`src/rtl/byte_stream_cipher_permute_xor_assert.svh`:
```
// Assertion macros for the byte stream cipher block.
`ifndef BYTE_STREAM_CIPHER_PERMUTE_XOR_ASSERT_SVH
`define BYTE_STREAM_CIPHER_PERMUTE_XOR_ASSERT_SVH

// Implication checked on every clock edge outside reset.
`define BSC_ASSERT_IMP(label, clk, rst_n, ante, cons, msg) \
    label: assert property (@(posedge clk) disable iff (!rst_n) (ante) |-> (cons)) \
        else $error(msg);

// Next-cycle implication checked outside reset.
`define BSC_ASSERT_NEXT(label, clk, rst_n, ante, cons, msg) \
    label: assert property (@(posedge clk) disable iff (!rst_n) (ante) |=> (cons)) \
        else $error(msg);

`endif

```
`src/rtl/bscpx_pkg.sv`:
```
// ---------------------------------------------------------------------------
// bscpx_pkg
// Shared types and constants for the byte stream cipher.
// ---------------------------------------------------------------------------
`timescale 1ns / 1ps
package bscpx_pkg;

    localparam int KEY_ONE_BYTES = 16;
    localparam int KEY_TWO_BYTES = 8;
    localparam int CFG_IDX_W     = 3;
    localparam int CFG_DATA_W    = 64;
    localparam int DIV_STEPS     = 32;

    // Key-two index: the signed sum is biased by a common multiple of every
    // key-two length (1 to 8), so it stays positive and keeps its remainder.
    localparam int                    KIDX_STEPS = 10;
    localparam logic [KIDX_STEPS-1:0] KIDX_BIAS  = 10'd840;

    localparam logic [CFG_IDX_W-1:0] REG_KEY_ONE_LOW  = 3'd0;
    localparam logic [CFG_IDX_W-1:0] REG_KEY_ONE_HIGH = 3'd1;
    localparam logic [CFG_IDX_W-1:0] REG_KEY_ONE_LEN  = 3'd2;
    localparam logic [CFG_IDX_W-1:0] REG_KEY_TWO      = 3'd3;
    localparam logic [CFG_IDX_W-1:0] REG_KEY_TWO_LEN  = 3'd4;
    localparam logic [CFG_IDX_W-1:0] REG_SEED         = 3'd5;
    localparam logic [CFG_IDX_W-1:0] REG_DIVISORS     = 3'd6;
    localparam logic [CFG_IDX_W-1:0] REG_DIRECTION    = 3'd7;

    typedef struct packed {
        logic [7:0] data_in;
        logic       last_byte;
    } t_in_item;

    typedef struct packed {
        logic [7:0] data_out;
        logic       last_out;
    } t_out_item;

    typedef enum logic [3:0] {
        ST_IDLE, ST_MUL1, ST_MUL2, ST_MIX, ST_IDX1, ST_IDX2, ST_IDX3, ST_KEYS,
        ST_DIV_START, ST_DIV_RUN, ST_DIV_NEXT, ST_FINISH, ST_OUT
    } t_state;

    // Controller commands to the datapath.
    typedef struct packed {
        logic accept;      // latch input item, load seed if starting
        logic mul1;        // products stage 1
        logic mul2;        // products stage 2
        logic mix;         // new mixing word
        logic idx1;        // start key-one index remainder
        logic idx2;        // latch key-one byte, start key-two index remainder
        logic keys;        // keystream byte
        logic div_start;   // load divider with current divisor
        logic div_step;    // one restoring step
        logic div_next;    // store remainder, advance divisor
        logic finish;      // update state, form output
    } t_cmd;

    typedef struct packed {
        logic       xt_zero;
        logic       div_done;
        logic [1:0] div_sel;
    } t_status;

    function automatic logic [7:0] permute(input logic [7:0] d, input logic [1:0] mode,
                                           input logic inv);
        logic [7:0] r;
        unique case (mode)
            2'd0: r = {d[3:0], d[7:4]};
            2'd1: r = inv ? {d[1:0], d[7:2]} : {d[5:0], d[7:6]};
            2'd2: r = ((d & 8'h33) << 2) | ((d & 8'hCC) >> 2);
            default: r = inv ? {d[2:0], d[7:3]} : {d[4:0], d[7:5]};
        endcase
        return r;
    endfunction

endpackage

```
`src/rtl/bscpx_ctrl.sv`:
```
// ---------------------------------------------------------------------------
// bscpx_ctrl
// Sequencer for one item: multiply, mix, index, keystream, reload, output.
// ---------------------------------------------------------------------------
`timescale 1ns / 1ps
module bscpx_ctrl
    import bscpx_pkg::*;
(
    input  logic    i_clk,
    input  logic    i_rst_n,
    input  logic    i_in_valid,
    output logic    o_in_stall,
    output logic    o_out_valid,
    input  logic    i_out_stall,
    input  t_status i_status,
    output t_cmd    o_cmd
);

    t_state r_state, n_state;

    always_ff @(posedge i_clk) begin
        if (!i_rst_n) begin
            r_state <= ST_IDLE;
        end else begin
            r_state <= n_state;
        end
    end

    always_comb begin
        n_state     = r_state;
        o_cmd       = '0;
        o_in_stall  = 1'b1;
        o_out_valid = 1'b0;
        unique case (r_state)
            ST_IDLE: begin
                o_in_stall = 1'b0;
                if (i_in_valid) begin
                    o_cmd.accept = 1'b1;
                    n_state = ST_MUL1;
                end
            end
            ST_MUL1: begin
                o_cmd.mul1 = 1'b1;
                n_state = ST_MUL2;
            end
            ST_MUL2: begin
                o_cmd.mul2 = 1'b1;
                n_state = ST_MIX;
            end
            ST_MIX: begin
                o_cmd.mix = 1'b1;
                n_state = ST_IDX1;
            end
            ST_IDX1: begin
                o_cmd.idx1 = 1'b1;
                n_state = ST_IDX2;
            end
            ST_IDX2: begin
                // wait for key-one remainder
                o_cmd.div_step = 1'b1;
                if (i_status.div_done) begin
                    o_cmd.div_step = 1'b0;
                    o_cmd.idx2 = 1'b1;
                    n_state = ST_IDX3;
                end
            end
            ST_IDX3: begin
                // wait for key-two remainder
                o_cmd.div_step = 1'b1;
                if (i_status.div_done) begin
                    o_cmd.div_step = 1'b0;
                    n_state = ST_KEYS;
                end
            end
            ST_KEYS: begin
                o_cmd.keys = 1'b1;
                n_state = ST_FINISH;
            end
            ST_FINISH: begin
                if (i_status.xt_zero && i_status.div_sel != 2'd3) begin
                    n_state = ST_DIV_START;
                end else begin
                    o_cmd.finish = 1'b1;
                    n_state = ST_OUT;
                end
            end
            ST_DIV_START: begin
                o_cmd.div_start = 1'b1;
                n_state = ST_DIV_RUN;
            end
            ST_DIV_RUN: begin
                o_cmd.div_step = 1'b1;
                if (i_status.div_done) begin
                    o_cmd.div_step = 1'b0;
                    n_state = ST_DIV_NEXT;
                end
            end
            ST_DIV_NEXT: begin
                o_cmd.div_next = 1'b1;
                n_state = ST_FINISH;
            end
            ST_OUT: begin
                o_out_valid = 1'b1;
                if (!i_out_stall) begin
                    n_state = ST_IDLE;
                end
            end
            default: n_state = ST_IDLE;
        endcase
    end

endmodule

```
`src/rtl/bscpx_datapath.sv`:
```
// ---------------------------------------------------------------------------
// bscpx_datapath
// Configuration, cipher state, multipliers and shared remainder unit.
// ---------------------------------------------------------------------------
`timescale 1ns / 1ps
module bscpx_datapath
    import bscpx_pkg::*;
(
    input  logic                  i_clk,
    input  logic                  i_rst_n,
    input  logic                  i_cfg_we,
    input  logic [CFG_IDX_W-1:0]  i_cfg_index,
    input  logic [CFG_DATA_W-1:0] i_cfg_data,
    input  t_in_item              i_in_item,
    input  t_cmd                  i_cmd,
    output t_status               o_status,
    output t_out_item             o_out_item
);

    logic [63:0] r_k1_lo, r_k1_hi, r_k2;
    logic [4:0]  r_k1_len;
    logic [3:0]  r_k2_len;
    logic [31:0] r_seed;
    logic [23:0] r_div;
    logic        r_dir;

    logic [31:0] r_pos, r_mix;
    logic [7:0]  r_ka, r_kb, r_sb;
    logic        r_start;

    logic [7:0]  r_din;
    logic        r_last;
    logic [31:0] r_i, r_ii, r_bii, r_ai, r_mixn;
    logic [7:0]  r_x1b, r_x2b, r_xt, r_ra, r_rb;
    logic [7:0]  r_dout;
    logic [1:0]  r_sel;

    // shared restoring divider: 32-bit dividend, 8-bit divisor
    logic [31:0] r_dq;
    logic [8:0]  r_drem;
    logic [7:0]  r_dvs;
    logic [5:0]  r_dcnt;
    // second lane on the same dividend bits: remainder by the key-two length
    logic [2:0]  r_drem2;

    always_ff @(posedge i_clk) begin
        if (!i_rst_n) begin
            r_k1_lo <= '0; r_k1_hi <= '0; r_k2 <= '0;
            r_k1_len <= 5'd1; r_k2_len <= 4'd1;
            r_seed <= '0; r_div <= '0; r_dir <= 1'b0;
        end else if (i_cfg_we) begin
            unique case (i_cfg_index)
                REG_KEY_ONE_LOW:  r_k1_lo  <= i_cfg_data;
                REG_KEY_ONE_HIGH: r_k1_hi  <= i_cfg_data;
                REG_KEY_ONE_LEN:  r_k1_len <= i_cfg_data[4:0];
                REG_KEY_TWO:      r_k2     <= i_cfg_data;
                REG_KEY_TWO_LEN:  r_k2_len <= i_cfg_data[3:0];
                REG_SEED:         r_seed   <= i_cfg_data[31:0];
                REG_DIVISORS:     r_div    <= i_cfg_data[23:0];
                default:          r_dir    <= i_cfg_data[0];
            endcase
        end
    end

    logic [4:0] len1;
    logic [3:0] len2;
    always_comb begin
        len1 = (r_k1_len == 5'd0) ? 5'd1 :
               (r_k1_len > 5'(KEY_ONE_BYTES)) ? 5'(KEY_ONE_BYTES) : r_k1_len;
        len2 = (r_k2_len == 4'd0) ? 4'd1 :
               (r_k2_len > 4'(KEY_TWO_BYTES)) ? 4'(KEY_TWO_BYTES) : r_k2_len;
    end

    logic [31:0] a_ext, b_ext, asr;
    assign a_ext = {{24{r_ka[7]}}, r_ka};
    assign b_ext = {{24{r_kb[7]}}, r_kb};
    assign asr   = $unsigned($signed(r_mix) >>> r_ka[2:0]);

    logic [7:0] x1_sel, dsel, dmag;
    logic [3:0] idx1;
    assign idx1   = r_drem[3:0];
    assign x1_sel = idx1[3] ? r_k1_hi[8*idx1[2:0] +: 8] : r_k1_lo[8*idx1[2:0] +: 8];
    always_comb begin
        unique case (r_sel)
            2'd0: dsel = r_div[7:0];
            2'd1: dsel = r_div[15:8];
            default: dsel = r_div[23:16];
        endcase
        dmag = dsel[7] ? 8'(-dsel) : dsel;
    end

    // key-two index: (i + sext(x1b)) mod len2, taken from (i mod len2) plus
    // the signed key byte plus the bias, then reduced by a short divider run.
    logic [KIDX_STEPS-1:0] t2u;
    assign t2u = KIDX_BIAS + {{(KIDX_STEPS-3){1'b0}}, r_drem2}
               + {{(KIDX_STEPS-8){x1_sel[7]}}, x1_sel};

    logic [7:0] x0, x3, xt;
    assign x0 = r_mixn[31:24] ^ r_mixn[23:16] ^ r_mixn[15:8] ^ r_mixn[7:0];
    assign x3 = 8'(r_mixn[31:3] + {r_sb, 1'b0});
    assign xt = x0 ^ r_x1b ^ r_k2[8*r_drem[2:0] +: 8] ^ x3;

    logic [8:0] trial;
    assign trial = {r_drem[7:0], r_dq[31]} - {1'b0, r_dvs};
    logic [4:0] trial2;
    assign trial2 = {1'b0, r_drem2, r_dq[31]} - {1'b0, len2};

    always_ff @(posedge i_clk) begin
        if (!i_rst_n) begin
            r_start <= 1'b1;
            r_dcnt  <= '0;
            r_sel   <= '0;
        end else begin
            if (i_cmd.accept) begin
                r_din  <= i_in_item.data_in;
                r_last <= i_in_item.last_byte;
                if (r_start) begin
                    r_pos <= '0;
                    r_ka  <= r_seed[7:0];
                    r_kb  <= r_seed[15:8];
                    r_sb  <= r_seed[23:16];
                    r_mix <= {{24{r_seed[31]}}, r_seed[31:24]};
                    r_start <= 1'b0;
                end
            end
            if (i_cmd.mul1) begin
                r_i  <= r_pos;
                r_ii <= r_pos * r_pos;
                r_ai <= a_ext * r_pos;
            end
            if (i_cmd.mul2) r_bii <= b_ext * r_ii;
            if (i_cmd.mix) begin
                r_mixn <= r_bii + r_ai + asr;
            end
            if (i_cmd.idx1) begin
                r_dq    <= r_i;
                r_drem  <= '0;
                r_drem2 <= '0;
                r_dvs   <= {3'd0, len1};
                r_dcnt  <= 6'(DIV_STEPS);
                r_sel   <= '0;
            end
            if (i_cmd.div_start) begin
                r_dq   <= r_i;
                r_drem <= '0;
                r_dvs  <= dmag;
                r_dcnt <= 6'(DIV_STEPS);
            end
            if (i_cmd.div_step && r_dcnt != 6'd0) begin
                r_dq    <= {r_dq[30:0], 1'b0};
                r_drem  <= trial[8] ? {r_drem[7:0], r_dq[31]} : trial;
                r_drem2 <= trial2[4] ? {r_drem2[1:0], r_dq[31]} : trial2[2:0];
                r_dcnt  <= r_dcnt - 6'd1;
            end
            if (i_cmd.idx2) begin
                r_x1b  <= x1_sel;
                r_dq   <= {t2u, {(32-KIDX_STEPS){1'b0}}};
                r_drem <= '0;
                r_dvs  <= {4'd0, len2};
                r_dcnt <= 6'(KIDX_STEPS);
            end
            if (i_cmd.keys) begin
                r_x2b <= r_k2[8*r_drem[2:0] +: 8];
                r_xt  <= xt;
            end
            if (i_cmd.div_next) begin
                unique case (r_sel)
                    2'd0: r_xt <= (dsel == 8'd0) ? 8'd0 : r_drem[7:0];
                    2'd1: r_ra <= (dsel == 8'd0) ? 8'd0 : r_drem[7:0];
                    default: r_rb <= (dsel == 8'd0) ? 8'd0 : r_drem[7:0];
                endcase
                r_sel <= r_sel + 2'd1;
            end
            if (i_cmd.finish) begin
                r_ka  <= (r_sel == 2'd3) ? r_ra : r_x1b;
                r_kb  <= (r_sel == 2'd3) ? r_rb : r_x2b;
                r_sb  <= r_xt;
                r_mix <= r_mixn;
                r_pos <= r_i + 32'd1;
                r_dout <= r_dir ? permute(r_din ^ r_xt, r_mixn[1:0], 1'b1)
                                : permute(r_din, r_mixn[1:0], 1'b0) ^ r_xt;
                if (r_last) r_start <= 1'b1;
                r_sel <= '0;
            end
        end
    end

    assign o_status.xt_zero  = (r_xt == 8'd0) || (r_sel != 2'd0);
    assign o_status.div_done = (r_dcnt == 6'd0);
    assign o_status.div_sel  = r_sel;
    assign o_out_item.data_out = r_dout;
    assign o_out_item.last_out = r_last;

endmodule

```
`src/rtl/byte_stream_cipher_permute_xor.sv`:
```
// ---------------------------------------------------------------------------
// byte_stream_cipher_permute_xor
// Byte stream cipher with keyed mixing word, bit permutation and XOR.
// ---------------------------------------------------------------------------
// One item at a time: a new item is taken only after the result of the
// previous one has been taken. A zero keystream byte starts a reload. The
// time is set by the shared restoring remainder unit: 32 steps for the
// key-one index, 10 steps for the key-two index and, on a reload, 32 steps
// for each of the three divisors. An output stall holds the result until taken.
`timescale 1ns / 1ps
`include "byte_stream_cipher_permute_xor_assert.svh"
module byte_stream_cipher_permute_xor
    import bscpx_pkg::*;
(
    input  logic                  i_clk,
    input  logic                  i_rst_n,
    input  logic                  i_cfg_we,
    input  logic [CFG_IDX_W-1:0]  i_cfg_index,
    input  logic [CFG_DATA_W-1:0] i_cfg_data,
    input  logic                  i_in_valid,
    output logic                  o_in_stall,
    input  t_in_item              i_in_item,
    output logic                  o_out_valid,
    input  logic                  i_out_stall,
    output t_out_item             o_out_item
);

    t_cmd    cmd;
    t_status status;

    bscpx_ctrl u_ctrl (
        .i_clk, .i_rst_n, .i_in_valid, .o_in_stall, .o_out_valid, .i_out_stall,
        .i_status(status), .o_cmd(cmd)
    );

    bscpx_datapath u_dp (
        .i_clk, .i_rst_n, .i_cfg_we, .i_cfg_index, .i_cfg_data, .i_in_item,
        .i_cmd(cmd), .o_status(status), .o_out_item
    );

    // Never take an item while a result is pending.
    `BSC_ASSERT_IMP(a_no_overlap, i_clk, i_rst_n, o_out_valid, o_in_stall, "overlap")
    // Accepted item is followed by work, not an immediate result.
    `BSC_ASSERT_NEXT(a_no_instant, i_clk, i_rst_n, i_in_valid && !o_in_stall,
        !o_out_valid, "instant result")

endmodule
```
`config.mk`:
```
export PLATFORM = sky130hd
export DESIGN_NAME = byte_stream_cipher_permute_xor
export DESIGN_NICKNAME = d
export VERILOG_FILES = /design/src/rtl/bscpx_pkg.sv /design/src/rtl/bscpx_ctrl.sv /design/src/rtl/bscpx_datapath.sv /design/src/rtl/byte_stream_cipher_permute_xor.sv
export VERILOG_INCLUDE_DIRS = /design/src /design/src/rtl
export SDC_FILE = /design/constraint.sdc
export NUM_CORES = 2
export LEC_CHECK = 0
export ABC_CLOCK_PERIOD_IN_PS = 14600
export BUFFER_PORTS_ARGS = -buffer_cell sky130_fd_sc_hd__buf_2
export CAP_MARGIN = 10
export CORE_MARGIN = 2
export CORE_UTILIZATION = 30
export DETAILED_ROUTE_END_ITERATION = 12
export SYNTH_ARGS = -nofsm -noshare
export SYNTH_HDL_FRONTEND = slang
export SYNTH_SLANG_ARGS = --single-unit
```
`constraint.sdc`:
```
create_clock -name i_clk -period 14.6 [get_ports i_clk]
set_input_delay 2.19 -clock i_clk [delete_from_list [all_inputs] [get_ports i_clk]]
set_output_delay 2.19 -clock i_clk [all_outputs]
set_load 0.02 [all_outputs]
```
==> reports/metrics.yaml <==
grt:
  grt_antenna_before_repair: 15
  grt_pass1_wl_mm: 239
  grt_overflow: 0
  grt_usage: 0.157
  grt_max_degree: 122
  first_global_vias: 41300
sta:
  fin_setup_tns_ns: 0
  final.min_clock_period_ns: 7.45
  layout_worst_path_cycle_share: 0.510
  fmax_mhz: 134
  slew_violations: 0
  whs_ns: 0.460
  slew_headroom: 0.220
  finalSetupViolations: 0
  hold_viol_final: 0
  fin_worst_skew_ns: 0.0471
  rsz0062_at_grt: "false"
  worst_pin_slew_ns: 1.17
critical_path:
  cp-start-kind: "register"
  reg2reg_from: "u_dp.r_pos[7]"
  crit_type: "reg2reg"
  crit_top_cell: "fa_1"
  path_cells: "buf_4 -> inv_1 -> nor2_1 -> fa_1 -> fa_1 -> fa_1 -> inv_1 -> fa_1 -> inv_1 -> fa_1 -> ha_1 -> fa_1 -> fa_1 -> ha_1 -> nand2_1 -> nor3_1 -> nand3_1 -> a21boi_1 -> a41oi_1 -> a211o_1 -> o211ai_1 -> a21oi_1 -> xnor2_1"
  reg2reg_slack_ns: 7.15
  cp_slowest_cell: "fa_1"
  crit_buf_inv: 4
  path_delay_family: "adder cells"
  startpoint: "u_dp.r_pos[7]"
  cp_data_required_time_ns: 14.95
  critPathCaptureType: "register"
  worst-path-max-fanout: 28
  worst-endpoint-arrival_ns: 7.80
  cpPeakStageDelay_ns: 0.53
routing:
  wire_per_inst_um: 18.0
  vias: 39500
  drtIter0Drc: 2391
  drc: 0
  dr.pass1.iters: 9
  viasPerCell: 4.75
  ant_nets: 0
  totalWireLength_mm: 150
synthesis:
  netlist_area_sq_um: 57200
  synth_seq_area_share: 0.280
  synth-seq-cells: 623
  ys_warn_count: 0
  synth.distinct_cells: 77
  synth-edff-count: 353
  syn-num-nets: 6900
  async_flop_share: 0
  ys.flop_type: "edfxtp_1"
  syn_area_per_cell_sq_um: 9.87
  synth_cells: 5793
clocking:
  cts_resized: 0
  ctsRootBufferMaster: "clkbuf_16"
  cts_hold_buffers: 0
  postCtsSetupBuffers: 0
  cts_sinks: 623
  clk_pin_slew_ns: 0.06
  cts_buffers: 73
  htree_num_levels: 3
  cts_buffer_depth: 3
  cts_tree: "yes"
  insertion_delay_ns: 0.67
die:
  fp.dieH_um: 440
  initial_core_util: 0.301
  core_sq_um: 190000
  num_rows: 160
  die_area_sq_um: 194000
  io_pins: 92
  dieWidth_um: 440
placement:
  place.gp.congestion: 0.855
  dp_hpwl_mm: 113
  port_buffers: 91
layout:
  drive_gt1_frac: 0.0700
  multi_input_area_sq_um: 37000
  finalNetCount: 6853
  regArea_sq_um: 16000
  synthToLayoutAreaGrowth_pct: 9.64
  nFillCells: 19400
power_and_ir_drop:
  vdd_drop_max_v: 0.000507
  leakage_nw: 26.1
  power.density_nw_per_um2: 254
worst_hold_path:
  hold_start: "u_dp.r_k2[16]"
  holdCritPathClass: "reg2reg"
status:
  status: "complete, no violations"
run:
  drv_cap: 0
## worst paths after layout
path | to | depth (start not counted)
setup / recovery | u_dp.r_ii[31] | 23
hold / removal | u_dp.r_k2[16] | 2
setup reg to reg | u_dp.r_ii[31] | 23
hold reg to reg | u_dp.r_k2[16] | 2
## logic make-up after synthesis
kind of cell / count (synthesis) / synth area share
other: 2 / 0.000131
adders and majority gates: 1026 / 0.318
buffers and inverters: 1120 / 0.0743
and+or+nand+nor: 1833 / 0.151
muxes: 165 / 0.0461
xor gates and xnor gates: 267 / 0.0410
DFF: 623 / 0.280
AOI/OAI and AO/OA: 757 / 0.0892
## registers in the layout, summed over array words and instances (netlist names), 31 cells and up
register      cells
u_dp.r_ai        32
u_dp.r_bii       32
u_dp.r_dq        32
u_dp.r_i         31
u_dp.r_ii        31
u_dp.r_k1_hi     64
u_dp.r_k1_lo     64
u_dp.r_k2        64
u_dp.r_mix       32
u_dp.r_mixn      32
u_dp.r_pos       32
u_dp.r_seed      31
## through the flow
step                       util  cell area (sq um)  total power, mW  setup slack [ns]  std cells
after CTS                 0.330              62600             16.0              7.19       8315
after detailed placement  0.317              60200             14.0              7.24       8182
after global placement    0.317              60200             13.9              7.35       8182
after floorplan               -              57200             10.7              1.44       5793
final                     0.330              62700             15.9              7.15       8322
after global routing      0.330              62700             17.4              6.79       8319
## per-layer routing
layer / share of wire / wire length [um] / GRT usage / vias up
li1: - / - / - / 18400
met1: 0.43 / 65000 / 0.207 / 20100
met2: 0.49 / 72900 / 0.266 / 799
met3: 0.044 / 6650 / 0.0209 / 215
met4: 0.033 / 4970 / 0.0499 / 18
met5: 0.00065 / 98 / 0 / -
## cell type report
| type | count | area share |
|---|---|---|
| clock inverters | 32 | 0.00669 |
| inverters | 844 | 0.0506 |
| repair buffers | 154 | 0.0149 |
| well taps | 2511 | 0.0501 |
| multi-input cells | 4050 | 0.590 |
| clock buffers | 101 | 0.0319 |
| diodes | 7 | 0.000280 |
| flip-flops and latches | 623 | 0.255 |
## cell usage after synthesis (all sizes together), types with 4 or more instances
library cell,n,area [sq um]
a41oi,4,35.0
nand3b,7,52.6
o211ai,16,120
nand4,20,125
a211o,4,35.0
a22o,7,61.3
and2,438,2740
nor3,30,150
nand2b,70,438
xnor2,182,1600
o31ai,9,82.6
a22oi,10,75.1
dfxtp,270,5410
nor4,8,50.1
buf,25,134
a21boi,255,1910
a31o,6,52.6
a211oi,22,175
o21ai,129,646
o21a,16,120
mux4,75,1690
nor2b,38,238
xor2,85,744
nor2,175,657
ha,317,3970
mux2i,53,531
a221o,4,40.0
a31oi,19,119
nor3b,9,67.6
nand3,46,235
and3,22,138
o31a,4,35.0
clkbuf,251,942
fa,709,14200
and4,5,43.8
o21bai,15,113
edfxtp,353,10600
a21o,70,526
a21oi,142,711
or3,14,92.6
a311oi,4,35.0
nand2,938,3520
inv,843,3160
mux2,37,417
or2,4,25.0
## power by group
| part | switching (mW) | internal [mW] |
|---|---|---|
| clock network | 0.831 | 1.04 |
| logic | 6.57 | 4.71 |
| registers | 0.184 | 2.58 |
| total | 7.58 | 8.33 |
## worst min-delay path: cells and delay by family (launching register included)
| kind | cells | cell delay [ns] |
|---|---|---|
| AO/OA/AOI/OAI | 1 | 0.06 |
| AND/OR/NAND/NOR | 1 | 0.04 |
| flip-flops | 1 | 0.30 |
## cell usage in the layout (no fill, tap or decap), types with 69 or more instances in the layout
| cell | Yosys | routed |
|---|---|---|
| mux4_2 | 75 | 75 |
| nand2b_1 | 70 | 70 |
| a21oi_1 | 142 | 142 |
| edfxtp_1 | 353 | 353 |
| and2_1 | 438 | 438 |
| o21ai_0 | 103 | 103 |
| fa_1 | 709 | 709 |
| a21o_1 | 70 | 69 |
| nand2_1 | 938 | 937 |
| a21boi_0 | 253 | 253 |
| ha_1 | 317 | 317 |
| dfxtp_1 | 270 | 270 |
| inv_1 | 842 | 842 |
| xnor2_1 | 181 | 181 |
| xor2_1 | 85 | 85 |
| buf_2 | 8 | 90 |
| nor2_1 | 175 | 172 |
| clkbuf_16 | 0 | 73 |
Note: power is estimated with default switching activity, not from simulation.
